File: config.mk
export PLATFORM = sky130hd
export DESIGN_NAME = powerpc_load_unit
export DESIGN_NICKNAME = d
export VERILOG_FILES = /design/src/ppcld_pkg.sv /design/src/ppcld_front.sv /design/src/ppcld_queue.sv /design/src/ppcld_back.sv /design/src/powerpc_load_unit.sv
export SDC_FILE = /design/constraint.sdc
export NUM_CORES = 1
export LEC_CHECK = 0
export ABC_AREA = 1
export BUFFER_PORTS_ARGS = -buffer_cell sky130_fd_sc_hd__buf_2
export CAP_MARGIN = 25
export CORE_UTILIZATION = 55
export CTS_CLUSTER_DIAMETER = 120
export DETAILED_ROUTE_END_ITERATION = 8
export PLACE_DENSITY = 0.75
export SYNTH_ARGS = -nofsm -noshare
export SYNTH_HDL_FRONTEND = slang
export SYNTH_SLANG_ARGS = --single-unit
File: constraint.sdc
create_clock -name i_clk -period 17.6 [get_ports i_clk]
set_input_delay 3.52 -clock i_clk [delete_from_list [all_inputs] [get_ports i_clk]]
set_output_delay 3.52 -clock i_clk [all_outputs]
set_load 0.02 [all_outputs]
File: src/ppcld_pkg.sv
// ----------------------------------------------------------------------------
// ppcld_pkg: shared types and constants of the load unit
// Holds the load kind codes, the result kinds and the front-to-back record.
// ----------------------------------------------------------------------------
package ppcld_pkg;

    localparam int DISP_BITS     = 16;
    localparam int DS_CLEAR_BITS = 2;

    typedef enum logic [2:0] {
        K_LBZ = 3'd0, K_LHZ = 3'd1, K_LHA = 3'd2, K_LWZ = 3'd3,
        K_LWA = 3'd4, K_LD  = 3'd5, K_LFS = 3'd6, K_LFD = 3'd7
    } t_kind;

    typedef enum logic [1:0] {
        OK_READ = 2'd0, OK_GPR = 2'd1, OK_FPR = 2'd2
    } t_out_kind;

    typedef enum logic [1:0] {
        AM_D = 2'd0, AM_DS = 2'd1, AM_X = 2'd2, AM_X3 = 2'd3
    } t_amode;

    // One classified item handed from front to back.
    typedef struct packed {
        logic        is_data;   // 1: memory return, 0: issue
        logic        upd;
        logic [4:0]  base;
        logic [63:0] ea;
        logic [2:0]  kind;
        logic [4:0]  dest;
        logic [63:0] data;
    } t_op;

endpackage

File: src/ppcld_front.sv
// ----------------------------------------------------------------------------
// ppcld_front: issue stage
// Accepts items, forms the effective address and queues a classified record.
// ----------------------------------------------------------------------------
module ppcld_front (
    input  logic               i_clk,
    input  logic               i_rst_n,
    input  logic               i_valid,
    output logic               o_stall,
    input  logic               i_req_type,
    input  logic [2:0]         i_load_kind,
    input  logic [1:0]         i_addr_mode,
    input  logic               i_update,
    input  logic [15:0]        i_displacement,
    input  logic [4:0]         i_base_reg,
    input  logic [63:0]        i_base_value,
    input  logic [63:0]        i_index_value,
    input  logic [4:0]         i_dest_reg,
    input  logic [63:0]        i_mem_data,
    output logic               o_valid,
    input  logic               i_stall,
    output ppcld_pkg::t_op     o_op
);
    ppcld_pkg::t_op r_op;
    logic           r_valid;
    ppcld_pkg::t_op n_op;
    logic [63:0]    w_off;
    logic [15:0]    w_ds;

    assign o_stall = r_valid && i_stall;
    assign w_ds = {i_displacement[15:ppcld_pkg::DS_CLEAR_BITS],
                   {ppcld_pkg::DS_CLEAR_BITS{1'b0}}};

    always_comb begin
        unique case (ppcld_pkg::t_amode'(i_addr_mode))
            ppcld_pkg::AM_D:  w_off = {{(64 - ppcld_pkg::DISP_BITS){i_displacement[15]}},
                                       i_displacement};
            ppcld_pkg::AM_DS: w_off = {{(64 - ppcld_pkg::DISP_BITS){w_ds[15]}}, w_ds};
            default:          w_off = i_index_value;
        endcase
        n_op.is_data = i_req_type;
        n_op.upd     = i_update;
        n_op.base    = i_base_reg;
        n_op.ea      = (i_update || i_base_reg != 5'd0) ? w_off + i_base_value : w_off;
        n_op.kind    = i_load_kind;
        n_op.dest    = i_dest_reg;
        n_op.data    = i_mem_data;
    end

    always_ff @(posedge i_clk) begin
        if (!i_rst_n) begin
            r_valid <= 1'b0;
        end else if (!o_stall) begin
            r_valid <= i_valid;
        end
        if (!o_stall && i_valid) begin
            r_op <= n_op;
        end
    end

    assign o_valid = r_valid;
    assign o_op    = r_op;
endmodule

File: src/ppcld_queue.sv
// ----------------------------------------------------------------------------
// ppcld_queue: two-entry queue between front and back
// Decouples the two sides so each may stall on its own.
// ----------------------------------------------------------------------------
module ppcld_queue (
    input  logic           i_clk,
    input  logic           i_rst_n,
    input  logic           i_valid,
    output logic           o_stall,
    input  ppcld_pkg::t_op i_op,
    output logic           o_valid,
    input  logic           i_stall,
    output ppcld_pkg::t_op o_op
);
    ppcld_pkg::t_op r_mem [2];
    logic       r_wp;
    logic       r_rp;
    logic [1:0] r_cnt;
    logic       w_push;
    logic       w_pop;

    assign o_stall = (r_cnt == 2'd2);
    assign o_valid = (r_cnt != 2'd0);
    assign o_op    = r_mem[r_rp];
    assign w_push  = i_valid && !o_stall;
    assign w_pop   = o_valid && !i_stall;

    always_ff @(posedge i_clk) begin
        if (!i_rst_n) begin
            r_wp  <= 1'b0;
            r_rp  <= 1'b0;
            r_cnt <= 2'd0;
        end else begin
            if (w_push) r_wp <= !r_wp;
            if (w_pop)  r_rp <= !r_rp;
            r_cnt <= r_cnt + {1'b0, w_push} - {1'b0, w_pop};
        end
        if (w_push) begin
            r_mem[r_wp] <= i_op;
        end
    end
endmodule

File: src/ppcld_back.sv
// ----------------------------------------------------------------------------
// ppcld_back: execute stage
// Emits update writes and read requests, tracks the pending load and formats
// returned data into a register write.
// ----------------------------------------------------------------------------
module ppcld_back (
    input  logic           i_clk,
    input  logic           i_rst_n,
    input  logic           i_valid,
    output logic           o_stall,
    input  ppcld_pkg::t_op i_op,
    output logic           o_valid,
    input  logic           i_stall,
    output logic [1:0]     o_out_kind,
    output logic [63:0]    o_address,
    output logic [1:0]     o_access_size,
    output logic [4:0]     o_reg_index,
    output logic [63:0]    o_write_value,
    output logic           o_last
);
    logic        r_pvalid;
    logic [2:0]  r_pkind;
    logic [4:0]  r_pdest;
    logic        r_upd_done;  // update write of the head item already sent
    logic        r_ovalid;
    logic [1:0]  r_kind;
    logic [63:0] r_addr;
    logic [1:0]  r_size;
    logic [4:0]  r_reg;
    logic [63:0] r_val;
    logic        r_last;

    logic        w_oready;
    logic        w_emit;
    logic        w_emit_upd;
    logic        w_consume;
    logic [1:0]  w_size;
    logic [63:0] w_fmt;
    logic [63:0] w_sd;
    logic [31:0] w_w;
    logic [7:0]  w_exp;
    logic [22:0] w_frac;
    logic [4:0]  w_p;
    logic [51:0] w_nf;

    assign w_oready = !r_ovalid || !i_stall;
    assign w_emit_upd = !i_op.is_data && i_op.upd && !r_upd_done;
    // A data return with nothing pending is dropped without output.
    assign w_emit    = i_valid && w_oready && !(i_op.is_data && !r_pvalid);
    assign w_consume = i_valid && (w_oready || (i_op.is_data && !r_pvalid)) &&
                       !w_emit_upd;
    assign o_stall   = !w_consume;

    always_comb begin
        unique case (ppcld_pkg::t_kind'(i_op.kind)) inside
            ppcld_pkg::K_LBZ: w_size = 2'd0;
            ppcld_pkg::K_LHZ, ppcld_pkg::K_LHA: w_size = 2'd1;
            ppcld_pkg::K_LWZ, ppcld_pkg::K_LWA, ppcld_pkg::K_LFS: w_size = 2'd2;
            default: w_size = 2'd3;
        endcase
    end

    // Single to double widening; denormals are normalized.
    always_comb begin
        w_w    = i_op.data[31:0];
        w_exp  = w_w[30:23];
        w_frac = w_w[22:0];
        w_p    = 5'd0;
        for (int i = 0; i < 23; i++) begin
            if (w_frac[i]) w_p = 5'(i);
        end
        w_nf = 52'({29'd0, w_frac} << (6'd52 - {1'b0, w_p}));
        if (w_exp == 8'hFF)
            w_sd = {w_w[31], 11'h7FF, w_frac, 29'd0};
        else if (w_exp != 8'd0)
            w_sd = {w_w[31], 11'({3'd0, w_exp} + 11'd896), w_frac, 29'd0};
        else if (w_frac == 23'd0)
            w_sd = {w_w[31], 63'd0};
        else
            w_sd = {w_w[31], 11'({6'd0, w_p} + 11'd874), w_nf};
    end

    always_comb begin
        unique case (ppcld_pkg::t_kind'(r_pkind))
            ppcld_pkg::K_LBZ: w_fmt = {56'd0, i_op.data[7:0]};
            ppcld_pkg::K_LHZ: w_fmt = {48'd0, i_op.data[15:0]};
            ppcld_pkg::K_LHA: w_fmt = {{48{i_op.data[15]}}, i_op.data[15:0]};
            ppcld_pkg::K_LWZ: w_fmt = {32'd0, i_op.data[31:0]};
            ppcld_pkg::K_LWA: w_fmt = {{32{i_op.data[31]}}, i_op.data[31:0]};
            ppcld_pkg::K_LFS: w_fmt = w_sd;
            default:          w_fmt = i_op.data;
        endcase
    end

    always_ff @(posedge i_clk) begin
        if (!i_rst_n) begin
            r_pvalid   <= 1'b0;
            r_pkind    <= 3'd0;
            r_pdest    <= 5'd0;
            r_upd_done <= 1'b0;
            r_ovalid   <= 1'b0;
        end else begin
            if (w_oready) r_ovalid <= w_emit;
            if (w_emit && w_emit_upd) r_upd_done <= 1'b1;
            else if (w_consume)       r_upd_done <= 1'b0;
            if (w_consume) begin
                if (!i_op.is_data) begin
                    r_pvalid <= 1'b1;
                    r_pkind  <= i_op.kind;
                    r_pdest  <= i_op.dest;
                end else begin
                    r_pvalid <= 1'b0;
                end
            end
        end
        if (w_emit) begin
            if (i_op.is_data) begin
                r_kind <= (r_pkind >= ppcld_pkg::K_LFS) ? ppcld_pkg::OK_FPR
                                                        : ppcld_pkg::OK_GPR;
                r_addr <= 64'd0;
                r_size <= 2'd0;
                r_reg  <= r_pdest;
                r_val  <= w_fmt;
                r_last <= 1'b1;
            end else if (w_emit_upd) begin
                r_kind <= ppcld_pkg::OK_GPR;
                r_addr <= 64'd0;
                r_size <= 2'd0;
                r_reg  <= i_op.base;
                r_val  <= i_op.ea;
                r_last <= 1'b0;
            end else begin
                r_kind <= ppcld_pkg::OK_READ;
                r_addr <= i_op.ea;
                r_size <= w_size;
                r_reg  <= 5'd0;
                r_val  <= 64'd0;
                r_last <= 1'b1;
            end
        end
    end

    assign o_valid       = r_ovalid;
    assign o_out_kind    = r_kind;
    assign o_address     = r_addr;
    assign o_access_size = r_size;
    assign o_reg_index   = r_reg;
    assign o_write_value = r_val;
    assign o_last        = r_last;
endmodule

File: src/powerpc_load_unit.sv
// ----------------------------------------------------------------------------
// powerpc_load_unit: integer and float load unit
// Effective address, read request, and extension of returned data.
// ----------------------------------------------------------------------------
// One item enters per cycle unless a full queue holds the front stage. An issue
// item goes via the front register, queue and back output register to a read
// request; an update load first yields its base write, so it occupies the back
// stage until both are sent. A data return yields one register write. Results
// keep input order; a data return with no load pending gives nothing. The
// front stage forms the address, a two-entry queue decouples it from the
// back stage, which holds the single pending load and a registered output.
module powerpc_load_unit (
    input  logic        i_clk,
    input  logic        i_rst_n,
    input  logic        i_valid,
    output logic        o_stall,
    input  logic        i_req_type,
    input  logic [2:0]  i_load_kind,
    input  logic [1:0]  i_addr_mode,
    input  logic        i_update,
    input  logic [15:0] i_displacement,
    input  logic [4:0]  i_base_reg,
    input  logic [63:0] i_base_value,
    input  logic [63:0] i_index_value,
    input  logic [4:0]  i_dest_reg,
    input  logic [63:0] i_mem_data,
    output logic        o_valid,
    input  logic        i_stall,
    output logic [1:0]  o_out_kind,
    output logic [63:0] o_address,
    output logic [1:0]  o_access_size,
    output logic [4:0]  o_reg_index,
    output logic [63:0] o_write_value,
    output logic        o_last
);
    ppcld_pkg::t_op w_f_op;
    ppcld_pkg::t_op w_q_op;
    logic w_f_valid, w_q_stall, w_q_valid, w_b_stall;

    // Classify and form the address.
    ppcld_front u_front (
        .i_clk, .i_rst_n, .i_valid, .o_stall,
        .i_req_type, .i_load_kind, .i_addr_mode, .i_update, .i_displacement,
        .i_base_reg, .i_base_value, .i_index_value, .i_dest_reg, .i_mem_data,
        .o_valid(w_f_valid), .i_stall(w_q_stall), .o_op(w_f_op)
    );

    // Buffer between front and back.
    ppcld_queue u_queue (
        .i_clk, .i_rst_n,
        .i_valid(w_f_valid), .o_stall(w_q_stall), .i_op(w_f_op),
        .o_valid(w_q_valid), .i_stall(w_b_stall), .o_op(w_q_op)
    );

    // Carry out: emit writes and requests.
    ppcld_back u_back (
        .i_clk, .i_rst_n,
        .i_valid(w_q_valid), .o_stall(w_b_stall), .i_op(w_q_op),
        .o_valid, .i_stall, .o_out_kind, .o_address, .o_access_size,
        .o_reg_index, .o_write_value, .o_last
    );
endmodule

==> results.py <==
metrics = {
    "detailed_routing": {
        "avgRoutedWirePerCell_microns": 24.36,
        "initialDrtViolationCount": 2533,
        "detail_route.first_pass.iterations": 6,
        "route.antenna.remaining_nets": 0,
        "detail_route.wirelength_mm": 97.28,
        "route.detailed.vias_per_inst": 5.931,
        "detailroute.via_count": 23690,
        "drc": 0,
    },
    "power": {
        "p_comb_share_pct": 43.1,
        "power_density_nw_per_um2": 170.5,
        "leakagePower_nw": 13.85,
        "power.switching_mw": 2.467,
        "vdd_drop_max_mv": 0.1048,
        "power.share.switching_pct": 43.60,
        "power_report.internal_total_mw": 3.191,
        "clockPowerShare_pct": 21.5,
        "pwr-share-seq_pct": 35.3,
    },
    "hold_path": {
        "path_category_of_the_worst_min_delay_check": "reg -> reg",
    },
    "final_layout": {
        "flow.area_growth_from_synthesis_pct": 14.58,
        "layout-drive-gt1-share_pct": 17.52,
        "layout_commonest_cell": "nand2_1",
        "final_cells": 3994,
        "layout.cells.most_common_list": "nand2_1 (897), edfxtp_1 (567), buf_2 (368)",
        "design.final.nets": 3563,
    },
    "setup_path": {
        "worstPathRequired_ns": 17.97,
        "crit_path_max_fanout": 66,
        "arrival_ns": 8.39,
        "type_of_element_capturing_the_critical_path": "flop",
        "timing.setup.critical_path_class": "in -> reg",
        "start_kind": "input pin",
    },
    "sta": {
        "min_period_ns": 8.015,
        "finalCritPeriodShare_pct": 45.54,
        "setup_violations": 0,
        "grt_setup_unrepaired": "false",
        "fmax_ghz": 0.1248,
        "timing.max_slew.rel_slack_pct": 28.00,
        "hold_viol_final": 0,
        "maximum_clock_skew_at_final_layout_ns": 0.02129,
        "setup-tns-final_ns": 0,
        "timing_worst_slew_pin_value_ns": 1.080,
        "timing.final.max_slew_violations": 0,
        "setup_slack_ns": 9.585,
    },
    "clock_tree": {
        "max-clock-path-buffers": 3,
        "clk_pin_slew_ns": 0.06,
        "clock-root-buffer": "clkbuf_16",
        "cts_max_level": 2,
        "cts_hold_buf": 0,
        "postCtsSetupBuffers": 0,
        "number_of_clock_sinks_seen_by_cts": 584,
        "tritoncts": "done",
        "tritoncts_buffer_count": 57,
        "cts_resized": 0,
        "clk_latency_ns": 0.63,
    },
    "grt": {
        "largest_net_degree_at_the_start_of_global_routing": 81,
        "grtUsageTotal_pct": 35.98,
        "grt_antenna_before_repair": 7,
        "grt_overflow_total": 0,
        "wire_length_of_the_first_global_routing_pass_mm": 141.4,
        "grt_pass1_vias": 22930,
    },
    "die": {
        "die_area_sq_um": 53600,
        "placement_rows": 83,
        "die_height_microns": 231.5,
        "start_util_pct": 56.02,
        "design.core.area_sq_um": 51720,
        "num_io_pins": 369,
        "die-width_microns": 231.5,
    },
    "placed_design": {
        "placed_instances": 3886,
        "port_buffer_count": 368,
        "place_congestion": 1.011,
        "place_ws_ns": 9.081,
        "post-dp-hpwl_mm": 71.79,
    },
    "synthesis": {
        "netlist_instances": 2931,
        "synth_cell_types": 64,
        "syn_avg_cell_area_sq_um": 9.885,
        "synth-seq-area-share_pct": 59.94,
        "synth-async-reset-ratio_pct": 0,
        "syn_area_sq_um": 28970,
        "syn_nets": 3229,
        "yosysWarnings": 0,
        "synth_top_flop_cell": "edfxtp_1",
        "edff_count_synth": 567,
        "synth.ff_latch_count": 584,
    },
    "status": {
        "outcome": "complete, no violations",
    },
    "job": {
        "drv.max_cap_violation_count": 0,
    },
}
[final timing paths]
path	from	endpoint	slack [ns]	cells after the start
hold reg to reg	u_front.o_op[134]	u_queue.r_mem[1][134]	0.44	0
setup / recovery	i_addr_mode[1]	u_front.o_op[126]	9.58	26
hold / removal	u_front.o_op[134]	u_queue.r_mem[1][134]	0.44	0
setup reg to reg	flop	u_back.o_write_value[22]	11.20	25
[per-stage QoR]
stage | power, mW | instance area (sq um) | hold WS, ns | utilization, %
2_1_floorplan | 3.589 | 28970 | 0.4215 | -
3_3_place_gp | 4.370 | 31350 | 0.4233 | 60.62
3_5_place_dp | 4.400 | 31350 | 0.4298 | 60.62
4_1_cts | 5.608 | 33190 | 0.4411 | 64.17
5_1_grt | 5.893 | 33200 | 0.4465 | 64.19
6_report | 5.658 | 33200 | 0.4380 | 64.19
[worst max-delay path, cell delays in order]
cell and delay, ns:
buf_2 0.09, buf_4 0.49, inv_1 0.43, nand2_1 0.16, nand2_1 0.09, ha_1 0.35
a21oi_1 0.21, nand2_1 0.12, a21oi_1 0.25, o21ai_1 0.15, a21oi_2 0.19, o21ai_1 0.12
a21oi_2 0.24, o21ai_2 0.11, a21oi_1 0.23, o21ai_1 0.13, a21oi_1 0.43, o21ai_1 0.25
a21oi_1 0.33, o21ai_2 0.11, nand2_1 0.10, nand2_1 0.05, nand2_1 0.06, nand2_1 0.04
nand2_1 0.05, nand2_1 0.06
[cells by family after synthesis]
kind of cell,Yosys count,synth area share [%]
simple gates,1377,19.44
flops,584,59.94
compound gates,453,9.030
buf+inv,324,4.556
fa+ha+maj,69,3.006
mux,64,2.211
xor+xnor,60,1.814
[metal layers]
metal | vias to the layer above | GRT usage [%] | part of all wire, %
met4 | 2 | 16.06 | 4.7
met1 | 11390 | 47.18 | 39
met5 | - | 0 | 0.021
met3 | 213 | 4.306 | 7.7
met2 | 1337 | 60.17 | 49
li1 | 10750 | - | -
[cells in the mapped netlist, types with 4 or more instances]
cell,n,area (sq um)
a31oi_1,27,168.9
a21boi_0,4,30.03
or2_1,7,43.79
a21oi_2,4,35.03
clkbuf_1,78,292.8
o211ai_1,7,52.55
xor2_1,37,324.1
buf_6,8,90.09
nor2_1,217,814.5
inv_1,190,713.2
edfxtp_1,567,17030
buf_4,9,67.56
inv_2,13,48.80
or2_2,30,187.7
buf_2,8,40.04
o21ai_2,16,140.1
o21ai_1,33,165.2
o22ai_1,17,106.4
a21oi_1,178,890.9
dfxtp_1,17,340.3
ha_1,68,850.8
o21ai_0,115,575.6
nor3_1,19,95.09
nand2_2,13,81.33
o21a_1,15,112.6
mux2i_1,64,640.6
nand2_1,897,3367
nand3_1,167,835.8
o31ai_1,7,52.55
nand4_1,10,62.56
buf_1,17,63.81
o32ai_1,8,70.07
xnor2_1,23,201.4
[power groups by stage]
stage	logic (mW)	registers [mW]	clock network (mW)
CTS	2.39	1.99	1.22
global route	2.61	2.01	1.27
floorplan	1.46	2.13	0
global placement	2.36	2.01	0
finish	2.44	2.00	1.22
detailed placement	2.38	2.02	0
[sequential cells by signal, indices dropped and copies added (netlist names), named ones only]
signal                flops
u_back.o_access_size      2
u_back.o_address         64
u_back.o_last             1
u_back.o_out_kind         2
u_back.o_reg_index        5
u_back.o_valid            1
u_back.o_write_value     64
u_back.r_pdest            5
u_back.r_pkind            3
u_back.r_pvalid           1
u_back.r_upd_done         1
u_front.o_op            143
u_front.o_valid           1
u_queue.r_cnt             2
u_queue.r_mem           286
u_queue.r_rp              1
u_queue.r_wp              1
[cell type report]
cell class | count | area, sq um
clock inverters | 38 | 376.6
fillers | 4025 | 18520
well taps | 680 | 850.8
multi-input cells | 2023 | 10310
flip-flops and latches | 584 | 17370
diodes | 4 | 10.01
clock buffers | 66 | 1460
repair buffers | 395 | 2044
inverters | 204 | 775.7
(Power assumes the default switching activity.)
